### src/rtl/core/tcrd_pkg.sv
// shared types and constants for the tile column run-length decoder
package tcrd_pkg;

	// field widths
	localparam int unsigned BYTE_W = 8;
	localparam int unsigned ROW_W  = 6;
	// run length reaches 256 in reverse order
	localparam int unsigned CNT_W  = 9;

	// code form selector, top two bits of a leading byte
	typedef enum logic [1:0] {
		FORM_LONG  = 2'b00,
		FORM_SHORT = 2'b01,
		FORM_EMPTY = 2'b10,
		FORM_ONE   = 2'b11
	} form_t;

	// field masks of a leading byte
	localparam logic [BYTE_W-1:0] MASK_SHORT_CNT = 8'h30;
	localparam logic [BYTE_W-1:0] MASK_SHORT_TILE = 8'h0F;
	localparam logic [BYTE_W-1:0] MASK_COUNT = 8'h3F;

	// controller to datapath commands
	typedef struct packed {
		logic load;
		logic step;
	} tcrd_cmd_t;

	// datapath to controller status
	typedef struct packed {
		logic count_nz;
		logic slot_free;
		logic last_tile;
	} tcrd_status_t;

endpackage

### src/rtl/core/tcrd_if.sv
// handshake channel interfaces for packed bytes and decoded tiles
interface tcrd_byte_if;
	logic       valid;
	logic       ready;
	logic [7:0] packed_byte;

	modport source (output valid, output packed_byte, input ready);
	modport sink (input valid, input packed_byte, output ready);
endinterface

interface tcrd_tile_if;
	logic       valid;
	logic       ready;
	logic [7:0] tile;
	logic [5:0] row;
	logic       last_of_run;
	logic       column_end;
	logic       overrun;

	modport source (output valid, output tile, output row, output last_of_run,
		output column_end, output overrun, input ready);
	modport sink (input valid, input tile, input row, input last_of_run,
		input column_end, input overrun, output ready);
endinterface

### src/rtl/core/tcrd_ctrl.sv
// controller state machine: byte acceptance and tile sequencing
module tcrd_ctrl
	import tcrd_pkg::*;
(
	input  logic         clk,
	input  logic         arst_n,
	input  logic         in_valid,
	output logic         in_ready,
	input  tcrd_status_t st,
	output tcrd_cmd_t    cmd
);

	typedef enum logic [1:0] {
		ST_IDLE = 2'b01,
		ST_RUN  = 2'b10
	} state_t;

	state_t state_q, state_d;

	// handshake and commands
	always_comb begin
		in_ready = 1'b0;
		cmd      = '0;
		state_d  = state_q;
		unique case (state_q)
			ST_IDLE: begin
				in_ready = 1'b1;
				cmd.load = in_valid;
				if (in_valid && st.count_nz) begin
					state_d = ST_RUN;
				end
			end
			ST_RUN: begin
				cmd.step = st.slot_free;
				if (st.slot_free && st.last_tile) begin
					state_d = ST_IDLE;
				end
			end
			default: begin
				state_d = ST_IDLE;
			end
		endcase
	end

	// state register
	always_ff @(posedge clk or negedge arst_n) begin
		if (!arst_n) begin
			state_q <= ST_IDLE;
		end else begin
			state_q <= state_d;
		end
	end

endmodule

### src/rtl/core/tcrd_dp.sv
// datapath: byte decode, run registers, row counter and output word register
module tcrd_dp
	import tcrd_pkg::*;
#(
	parameter int unsigned COLUMN_ROWS = 64
) (
	input  logic              clk,
	input  logic              arst_n,
	input  logic              cfg_we,
	input  logic              cfg_wdata,
	input  logic [BYTE_W-1:0] packed_byte,
	input  tcrd_cmd_t         cmd,
	output tcrd_status_t      st,
	input  logic              out_ready,
	output logic              out_valid,
	output logic [BYTE_W-1:0] out_tile,
	output logic [ROW_W-1:0]  out_row,
	output logic              out_last,
	output logic              out_col_end,
	output logic              out_overrun
);

	localparam logic [ROW_W-1:0] ROW_LAST = ROW_W'(COLUMN_ROWS - 1);

	logic              reverse_q;
	logic              awaiting_q;
	logic [BYTE_W-1:0] held_q;
	logic [BYTE_W-1:0] run_tile_q;
	logic [CNT_W-1:0]  remain_q;
	logic [ROW_W-1:0]  row_q;
	logic              out_valid_q;

	logic [BYTE_W-1:0] dec_tile;
	logic [CNT_W-1:0]  dec_count;
	logic              dec_hold;
	form_t             form;
	logic              col_end;
	logic              last_tile;

	assign form = form_t'(packed_byte[BYTE_W-1 -: 2]);

	// decode of the incoming byte
	always_comb begin
		dec_tile  = '0;
		dec_count = '0;
		dec_hold  = 1'b0;
		if (awaiting_q) begin
			if (reverse_q) begin
				dec_tile  = held_q;
				dec_count = {1'b0, packed_byte} + CNT_W'(1);
			end else begin
				dec_tile  = packed_byte;
				dec_count = CNT_W'(held_q & MASK_COUNT) + CNT_W'(1);
			end
		end else begin
			unique case (form)
				FORM_LONG: begin
					dec_hold = 1'b1;
				end
				FORM_SHORT: begin
					dec_tile  = (packed_byte & MASK_SHORT_TILE) + BYTE_W'(1);
					dec_count = CNT_W'((packed_byte & MASK_SHORT_CNT) >> 4) + CNT_W'(2);
				end
				FORM_EMPTY: begin
					dec_tile  = '0;
					dec_count = CNT_W'(packed_byte & MASK_COUNT);
				end
				FORM_ONE: begin
					dec_tile  = packed_byte & MASK_COUNT;
					dec_count = CNT_W'(1);
				end
				default: begin
					dec_hold = 1'b0;
				end
			endcase
		end
	end

	// per-tile flags
	assign col_end   = (row_q == ROW_LAST);
	assign last_tile = col_end || (remain_q == CNT_W'(1));

	assign st.count_nz  = (dec_count != '0);
	assign st.slot_free = !out_valid_q || out_ready;
	assign st.last_tile = last_tile;

	// direction register
	always_ff @(posedge clk or negedge arst_n) begin
		if (!arst_n) begin
			reverse_q <= 1'b0;
		end else if (cfg_we) begin
			reverse_q <= cfg_wdata;
		end
	end

	// pending byte and row counter
	always_ff @(posedge clk or negedge arst_n) begin
		if (!arst_n) begin
			awaiting_q <= 1'b0;
			held_q     <= '0;
			row_q      <= '0;
		end else begin
			if (cmd.load) begin
				awaiting_q <= dec_hold;
				if (dec_hold) begin
					held_q <= packed_byte;
				end
			end
			if (cmd.step) begin
				row_q <= col_end ? '0 : row_q + ROW_W'(1);
			end
		end
	end

	// run tile and remaining count
	always_ff @(posedge clk) begin
		if (cmd.load) begin
			run_tile_q <= dec_tile;
			remain_q   <= dec_count;
		end else if (cmd.step) begin
			remain_q <= remain_q - CNT_W'(1);
		end
	end

	// output word valid
	always_ff @(posedge clk or negedge arst_n) begin
		if (!arst_n) begin
			out_valid_q <= 1'b0;
		end else if (cmd.step) begin
			out_valid_q <= 1'b1;
		end else if (out_ready) begin
			out_valid_q <= 1'b0;
		end
	end

	// output word payload
	always_ff @(posedge clk) begin
		if (cmd.step) begin
			out_tile    <= run_tile_q;
			out_row     <= row_q;
			out_last    <= last_tile;
			out_col_end <= col_end;
			out_overrun <= col_end && (remain_q != CNT_W'(1));
		end
	end

	assign out_valid = out_valid_q;

endmodule

### src/rtl/core/tile_column_rle_decoder.sv
// Tile column run-length decoder, top level.
// Flow: a byte is loaded into the run registers; its tile words leave through the output word register.
// Throughput: a byte yields n tiles (n = 0 to 64), one tile a cycle while the output is ready;
//   no new byte is taken until its run ends; the first byte of a pair is only held.
// Reset: arst_n clears the direction, pending byte, row counter, state and output valid.
module tile_column_rle_decoder
	import tcrd_pkg::*;
#(
	parameter int unsigned COLUMN_ROWS = 64
) (
	input  logic       clk,
	input  logic       arst_n,
	input  logic       cfg_we,
	input  logic       cfg_wdata,
	tcrd_byte_if.sink  bytes_ch,
	tcrd_tile_if.source tiles_ch
);

	tcrd_cmd_t    cmd;
	tcrd_status_t st;

	tcrd_ctrl u_ctrl (
		.clk      (clk),
		.arst_n   (arst_n),
		.in_valid (bytes_ch.valid),
		.in_ready (bytes_ch.ready),
		.st       (st),
		.cmd      (cmd)
	);

	tcrd_dp #(
		.COLUMN_ROWS (COLUMN_ROWS)
	) u_dp (
		.clk         (clk),
		.arst_n      (arst_n),
		.cfg_we      (cfg_we),
		.cfg_wdata   (cfg_wdata),
		.packed_byte (bytes_ch.packed_byte),
		.cmd         (cmd),
		.st          (st),
		.out_ready   (tiles_ch.ready),
		.out_valid   (tiles_ch.valid),
		.out_tile    (tiles_ch.tile),
		.out_row     (tiles_ch.row),
		.out_last    (tiles_ch.last_of_run),
		.out_col_end (tiles_ch.column_end),
		.out_overrun (tiles_ch.overrun)
	);

	// a column end always closes the run
	a_col_end_last: assert property (@(posedge clk) disable iff (!arst_n)
		tiles_ch.valid && tiles_ch.column_end |-> tiles_ch.last_of_run)
		else $error("column end word without end of run");

	// overrun only on the column end word
	a_overrun_col: assert property (@(posedge clk) disable iff (!arst_n)
		tiles_ch.valid && tiles_ch.overrun |-> tiles_ch.column_end)
		else $error("overrun flagged away from column end");

	// a byte that starts a run blocks further bytes
	a_run_blocks: assert property (@(posedge clk) disable iff (!arst_n)
		cmd.load && st.count_nz |=> !bytes_ch.ready)
		else $error("byte accepted while a run is in progress");

	// no tile step while bytes are being accepted
	a_step_excl: assert property (@(posedge clk) disable iff (!arst_n)
		cmd.step |-> !bytes_ch.ready)
		else $error("tile step during byte acceptance");

endmodule
### src/flat_wrapper.sv
// flat-port wrapper written by rule: the top's interface ports become plain ports
module tile_column_rle_decoder_flat import tcrd_pkg::*;
#(
	parameter int unsigned COLUMN_ROWS = 64
)
  (clk, arst_n, cfg_we, cfg_wdata, bytes_ch_valid, bytes_ch_packed_byte, bytes_ch_ready, tiles_ch_valid, tiles_ch_tile, tiles_ch_row, tiles_ch_last_of_run, tiles_ch_column_end, tiles_ch_overrun, tiles_ch_ready);
  tcrd_byte_if bytes_ch_i ();
  tcrd_tile_if tiles_ch_i ();
  input  logic clk;
  input  logic arst_n;
  input  logic cfg_we;
  input  logic cfg_wdata;
  input wire logic [$bits(bytes_ch_i.valid)-1:0] bytes_ch_valid;
  input wire logic [$bits(bytes_ch_i.packed_byte)-1:0] bytes_ch_packed_byte;
  output wire logic [$bits(bytes_ch_i.ready)-1:0] bytes_ch_ready;
  output wire logic [$bits(tiles_ch_i.valid)-1:0] tiles_ch_valid;
  output wire logic [$bits(tiles_ch_i.tile)-1:0] tiles_ch_tile;
  output wire logic [$bits(tiles_ch_i.row)-1:0] tiles_ch_row;
  output wire logic [$bits(tiles_ch_i.last_of_run)-1:0] tiles_ch_last_of_run;
  output wire logic [$bits(tiles_ch_i.column_end)-1:0] tiles_ch_column_end;
  output wire logic [$bits(tiles_ch_i.overrun)-1:0] tiles_ch_overrun;
  input wire logic [$bits(tiles_ch_i.ready)-1:0] tiles_ch_ready;
  assign bytes_ch_i.valid = bytes_ch_valid;
  assign bytes_ch_i.packed_byte = bytes_ch_packed_byte;
  assign bytes_ch_ready = bytes_ch_i.ready;
  assign tiles_ch_valid = tiles_ch_i.valid;
  assign tiles_ch_tile = tiles_ch_i.tile;
  assign tiles_ch_row = tiles_ch_i.row;
  assign tiles_ch_last_of_run = tiles_ch_i.last_of_run;
  assign tiles_ch_column_end = tiles_ch_i.column_end;
  assign tiles_ch_overrun = tiles_ch_i.overrun;
  assign tiles_ch_i.ready = tiles_ch_ready;
  tile_column_rle_decoder #(.COLUMN_ROWS(COLUMN_ROWS)) u_core (.clk(clk), .arst_n(arst_n), .cfg_we(cfg_we), .cfg_wdata(cfg_wdata), .bytes_ch(bytes_ch_i), .tiles_ch(tiles_ch_i));
endmodule
### config.mk
export PLATFORM = sky130hd
export DESIGN_NAME = tile_column_rle_decoder_flat
export DESIGN_NICKNAME = d
export VERILOG_FILES = /design/src/rtl/core/tcrd_pkg.sv /design/src/rtl/core/tcrd_if.sv /design/src/rtl/core/tcrd_ctrl.sv /design/src/rtl/core/tcrd_dp.sv /design/src/rtl/core/tile_column_rle_decoder.sv /design/src/flat_wrapper.sv
export SDC_FILE = /design/constraint.sdc
export NUM_CORES = 1
export LEC_CHECK = 0
export BUFFER_PORTS_ARGS = -buffer_cell sky130_fd_sc_hd__buf_4
export CORE_MARGIN = 3
export CORE_UTILIZATION = 40
export DETAILED_ROUTE_END_ITERATION = 7
export GPL_TIMING_DRIVEN = 0
export MAX_ROUTING_LAYER = met4
export PLACE_DENSITY = 0.59
export SYNTH_ARGS = -nofsm -noshare
export SYNTH_HDL_FRONTEND = slang
export SYNTH_HIERARCHICAL = 1
export SYNTH_SLANG_ARGS = --single-unit
### constraint.sdc
create_clock -name clk -period 3.2 [get_ports clk]
set_clock_uncertainty 0.1 [all_clocks]
set_input_delay 0.64 -clock clk [delete_from_list [all_inputs] [get_ports clk]]
set_output_delay 0.64 -clock clk [all_outputs]
set_load 0.05 [all_outputs]
# Word level (Yosys, flattened, before mapping)
# Index checks and enable logic that the tools add are counted.
[classes]
add_sub_neg = 6
eq_ne = 10
n_mux = 19
reduce_logical = 12
[op_table]
columns = ["operator", "count"]
rows = [
  ["9-bit two-way mux", 4],
  ["6-bit one-hot mux with 3 select lines", 1],
  ["8-bit two-way mux", 2],
  ["6-bit one-hot mux with 2 select lines", 1],
  ["8-bit by 1-bit adder with 9-bit output, second input constant", 1],
  ["9-bit by 1-bit == test with 1-bit output, second input constant", 1],
  ["9-bit by 1-bit != test with 1-bit output, second input constant", 1],
  ["9-bit nonzero test", 1],
  ["9-bit by 1-bit subtractor with 9-bit output, second input constant", 1],
  ["6-bit by 1-bit adder with 7-bit output, second input constant", 1],
  ["1-bit two-way mux", 7],
  ["6-bit by 1-bit adder with 6-bit output, second input constant", 1],
  ["2-bit == test, second input constant", 3],
  ["6-bit == test, second input constant", 1],
  ["6-bit two-way mux", 1],
  ["4-bit by 1-bit adder with 5-bit output, second input constant", 1],
  ["2-bit by 1-bit == test with 1-bit output, second input constant", 2],
  ["2-bit two-way mux", 2],
  ["2-bit != test, second input constant", 2],
  ["2-bit one-hot mux with 2 select lines", 1],
  ["2-bit AND reduction", 2],
  ["2-bit nonzero test", 2],
  ["2-bit by 2-bit adder with 3-bit output, second input constant", 1],
  ["1-bit logical AND", 3],
  ["3 further kinds", 4],
]
[totals]
register_bits = 53
input_bits = 14
out_inout_bits = 19
wordCells = 60

# Depth between registers and ports, before layout
[depth]
word_depth = 7
ltp_mapped = 8
ltp_nobuf = 7

# Hierarchy
# Netlist, hierarchy kept.
[by_module_without_submodules]
columns = ["mod", "instances", "cells_each", "area_per_inst_um2", "seq_area_each_um2"]
rows = [
  ["tcrd_dp", 1, 213, 2650.0, 1446.4],
  ["tcrd_ctrl", 1, 8, 106.4, 51.3],
]

# Worst setup path after synthesis
# OpenSTA, ideal clock, no wires.
[synth_path]
kind = "register to register"
start = "register u_core.u_ctrl.state_q[0]"
end = "register u_core.u_dp.held_q[0]"
setup_ps = 125
arrival_time_ps = 2269
t_required_ps = 2975
setup_slack_ps = 707
path_stages_with_launch = 6
path_buffers = 1
synth_period_minus_slack_ps = 2493
path_cell_list = "dfstp_2 -> nor2b_4 -> and2_2 -> clkbuf_1 -> nor4b_4 -> mux2_2"
[synth_lines]
columns = ["element", "line_no", "text"]
rows = [
  ["start: declaration", "tcrd_ctrl.sv:18", "state_t state_q, state_d;"],
  ["start signal: assignment", "tcrd_ctrl.sv:50", "state_q <= state_d;"],
  ["end signal: assignment", "tcrd_dp.sv:106", "held_q <= packed_byte;"],
  ["end: declaration", "tcrd_dp.sv:27", "logic [BYTE_W-1:0] held_q;"],
]

==> summary.md <==
| Metric | Value |
|---|---|
| XOR/XNOR share of the synthesized area | `0.06990` |
| Largest net degree at the start of global routing | `20` |
| Measured slew at the worst slew-check pin | `between 0.6 and 0.7 ns` |
| Sequential share of the synthesized area | `0.5433` |
| Register clock-pin slew on the reported worst setup and hold paths | `0.10 ns` |
| CP Data Arrival Time | `roughly 2.6 ns` |
| I/O pin count | `33` |
| Slowest CP cell | `nor4b_4` |
| Critical Path Source | `u_core/u_ctrl/state_q[0]` |
| Critical path startpoint category | `register` |
| Die Span Y | `around 89 um` |
| DRC viols | `0` |
| Syn_area_per_cell | `12.47 um2` |
| First-pass GRT wire length | `around 9500 um` |
| Layout area overhead | `15.16%` |
| DR vias/cell | `5.383` |
| Share of layout cells above drive strength 1 | `0.2646` |
| Run status | `complete, no violations` |
| Final setup vio count | `0` |
| # resized after CTS | `0` |
| Clock Latency Late Sink | `~0.30 ns` |
| P per Cell Area | `~830 nW/um2` |
| Pins Over Slew Limit | `0` |
| CTS buffer count | `5` |
| Crit-path cells | `nor2b_4 -> and2_2 -> clkbuf_1 -> nor4b_4 -> mux2_2` |
| Total GRT Usage | `0.1619` |
| X dimension of the die | `between 80 and 90 um` |
| DP HPWL | `around 4000 um` |
| Diodes inserted | `0` |
| Comb power frac | `0.370` |
| DR iter-0 viols | `approximately 100` |
| Synth Warn # | `6` |
| Site Rows | `29` |
| Compound-Gate Fraction of Synth Area | `0.08942` |
| Post-synthesis adder-cell area fraction | `0.02270` |
| Clock Power Share | `0.173` |
| Multiplexer share of the synthesized area | `0.09669` |
| Routed Antenna Nets | `0` |
| Root Buffer | `clkbuf_8` |
| Clock Sink Count | `53` |
| Critical path's top delay family | `simple AND/OR/NAND/NOR gates` |
| I/O Buffers | `28` |
| WL/cell | `between 15 and 20 um` |
| Util after Layout | `0.4887` |
| Via Count | `between 1,500 and 2,000` |
| Worst EP required | `~3.3 ns` |
| Switch share | `0.3712` |
| Setup TNS | `0 ns` |
| Main synth FF type | `edfxtp_1` |
| Worst Path Max Fanout | `9` |
| Synth unique cells | `56` |
| Fin nets | `between 200 and 300` |
| CTS H-Tree Depth | `2` |
| Crit Path Category | `reg2reg` |
| Number of antenna violations at the first check in global routing | `0` |
| Synth Register Bits | `53` |
| Largest area contributor in the netlist | `edfxtp_1` |
| Crit share post-route | `0.7902` |
| Max IR drop VDD | `roughly 0.38 mV` |
| Reg2Reg Setup Slack | `0.67 ns` |
| Post-CTS setup buffers | `0` |
| Core area | `6495 um2` |
| Gpl congestion | `0.8633` |
| Initial Utilization | `0.4244` |
| Simple-gate share of the synthesized area | `0.1403` |
| Post-Syn Nets | `240` |
| Largest family of logic cells by synthesized area | `simple AND/OR/NAND/NOR gates` |
| Min cycle time layout | `2.529 ns` |
| DIE AREA | `approximately 7900 um2` |
| Hold WC Path Type | `in2async` |
| Async set or reset register ratio after synthesis | `0.3585` |
| TritonCTS clock tree | `yes` |
| RSZ-0062 raised after global routing | `false` |
| Design internal power | `0.001649 W` |
| Final Hold Fails | `0` |
| PnR Total Power | `between 0.002 and 0.003 W` |
| Drt total wl | `approximately 5300 um` |
| Synth area leaders | `edfxtp_1, dfrtp_1, mux2i_1` |
| Post-synth EDFFs | `34` |
| Crit end category | `register` |
| Gr ovfl total | `0` |
| R2r startpoint | `u_core/u_ctrl/state_q[0]` |
| Yosys top cell area share | `0.3704` |
| Leak pwr | `approximately 1.3 nW` |
| P_sw | `approximately 0.00097 W` |
| Max-cap violation count | `0` |
| Number of global-route vias before repair | `1,858` |
| Sequential power share | `0.457` |
| Sum of buffers and inverters on the critical path | `1` |
| Max transition margin | `0.5821` |
| Hold_ws | `between 0.1 and 0.15 ns` |
| Cts hold-fix bufs | `0` |
| Crit path largest cell delay | `0.60 ns` |
| Drt first pass iters | `4` |
| Cell count after synthesis | `roughly 220` |
| Mapped Area | `2756 um2` |
| Clock Path Buffers | `2` |
| Max frequency | `roughly 400 MHz` |
-- power groups by stage --
stage / clock [W] / combinational (W) / sequential [W]
6_report: 0.000454 / 0.000971 / 0.00120
5_1_grt: 0.000503 / 0.00108 / 0.00124
4_1_cts: 0.000473 / 0.000983 / 0.00120
3_5_place_dp: 0 / 0.000979 / 0.00122
3_3_place_gp: 0 / 0.000966 / 0.00121
2_1_floorplan: 0 / 0.000627 / 0.00129
-- synth_stat cells (3+ instances only) --
| cell | n |
|---|---|
| a21oi_1 | 8 |
| buf_2 | 5 |
| clkbuf_1 | 4 |
| dfrtp_1 | 18 |
| edfxtp_1 | 34 |
| ha_1 | 5 |
| inv_1 | 6 |
| mux2_2 | 9 |
| mux2i_1 | 15 |
| nand2_1 | 12 |
| nand3_1 | 8 |
| nand4_1 | 3 |
| nor2_1 | 11 |
| nor2b_1 | 3 |
| o22ai_1 | 5 |
| xnor2_1 | 11 |
| xor2_1 | 11 |
-- placed cells by master, fill, tap and decap left out, drive strengths merged, types with 2 or more instances in the layout --
cell / Yosys / routed
mux2: 10 / 10
nor4b: 3 / 3
a31o: 2 / 2
a21oi: 8 / 8
o22ai: 5 / 5
o21a: 2 / 2
nor3: 3 / 3
nand3: 8 / 8
and3: 4 / 4
xnor2: 11 / 11
dfrtp: 18 / 18
inv: 6 / 6
mux2i: 15 / 15
nand2: 12 / 12
nor2b: 4 / 4
nand3b: 2 / 2
and2: 2 / 2
a31oi: 2 / 2
a221oi: 2 / 2
clkbuf: 4 / 10
edfxtp: 34 / 34
ha: 5 / 5
nand4: 3 / 3
o21ai: 2 / 2
buf: 10 / 38
nand2b: 2 / 2
xor2: 11 / 11
or4: 2 / 2
o21bai: 2 / 2
nor2: 11 / 11
-- stage by stage --
stage	std cells	setup slack [ns]	area, um2
floorplan	221	0.7065	2756
global placement	326	0.3735	3063
detailed placement	326	0.3621	3063
CTS	334	0.6370	3174
global route	334	0.4421	3174
finish	334	0.6712	3174
-- logic make-up (layout without fill, tap and decap cells) --
logic type               after synthesis  after routing
adder cells (fa/ha/maj)                5              5
XOR/XNOR                              22             22
flip-flops                            53             53
AND/OR/NAND/NOR                       62             62
AO/OA/AOI/OAI                         34             34
buffers and inverters                 20             56
multiplexers                          25             25
-- per-layer routing --
metal | global-route usage | vias up | share of wire
met5 | - | - | 0
met4 | 0.04465 | 0 | 0.012
met3 | 0.02488 | 7 | 0.035
met2 | 0.2510 | 40 | 0.46
met1 | 0.2227 | 863 | 0.49
li1 | - | 888 | -
-- worst register-to-register path, stage by stage (launching register included) --
cell	delay (ns)
dfstp_2	0.54
nor2b_4	0.16
and2_2	0.29
clkbuf_1	0.33
nor4b_4	0.60
mux2_2	0.40
-- final cells by class --
| cell class | count | area, um2 |
|---|---|---|
| Sequential cell | 53 | 1498 |
| Fill cell | 584 | 3321 |
| Buffer | 14 | 81.33 |
| Inverter | 6 | 22.52 |
| Tap cell | 77 | 96.34 |
| Clock inverter | 2 | 38.79 |
| Multi-Input combinational cell | 148 | 1155 |
| Clock buffer | 6 | 72.57 |
| Timing Repair Buffer | 28 | 210.2 |
-- worst paths after layout --
| path | end | depth (start not counted) |
|---|---|---|
| min reg2reg | u_core/u_dp/out_tile[2] | 0 |
| max in group asynchronous | u_core/u_ctrl/state_q[0] | 1 |
| max reg2reg | u_core/u_dp/held_q[1] | 5 |
| min in group clk | u_core/u_dp/out_tile[2] | 0 |
| max | u_core/u_dp/held_q[1] | 5 |
| min | u_core/u_dp/held_q[1] | 1 |
-- flip-flops by register name (all words and copies together), names as in the netlist, 2 cells and up --
signal and count:
u_core/u_dp/out_tile 8, u_core/u_ctrl/state_q 2, u_core/u_dp/remain_q 9, u_core/u_dp/run_tile_q 8, u_core/u_dp/out_row 6, u_core/u_dp/held_q 8, u_core/u_dp/row_q 6
No activity file was read; power rests on OpenSTA's default activity.
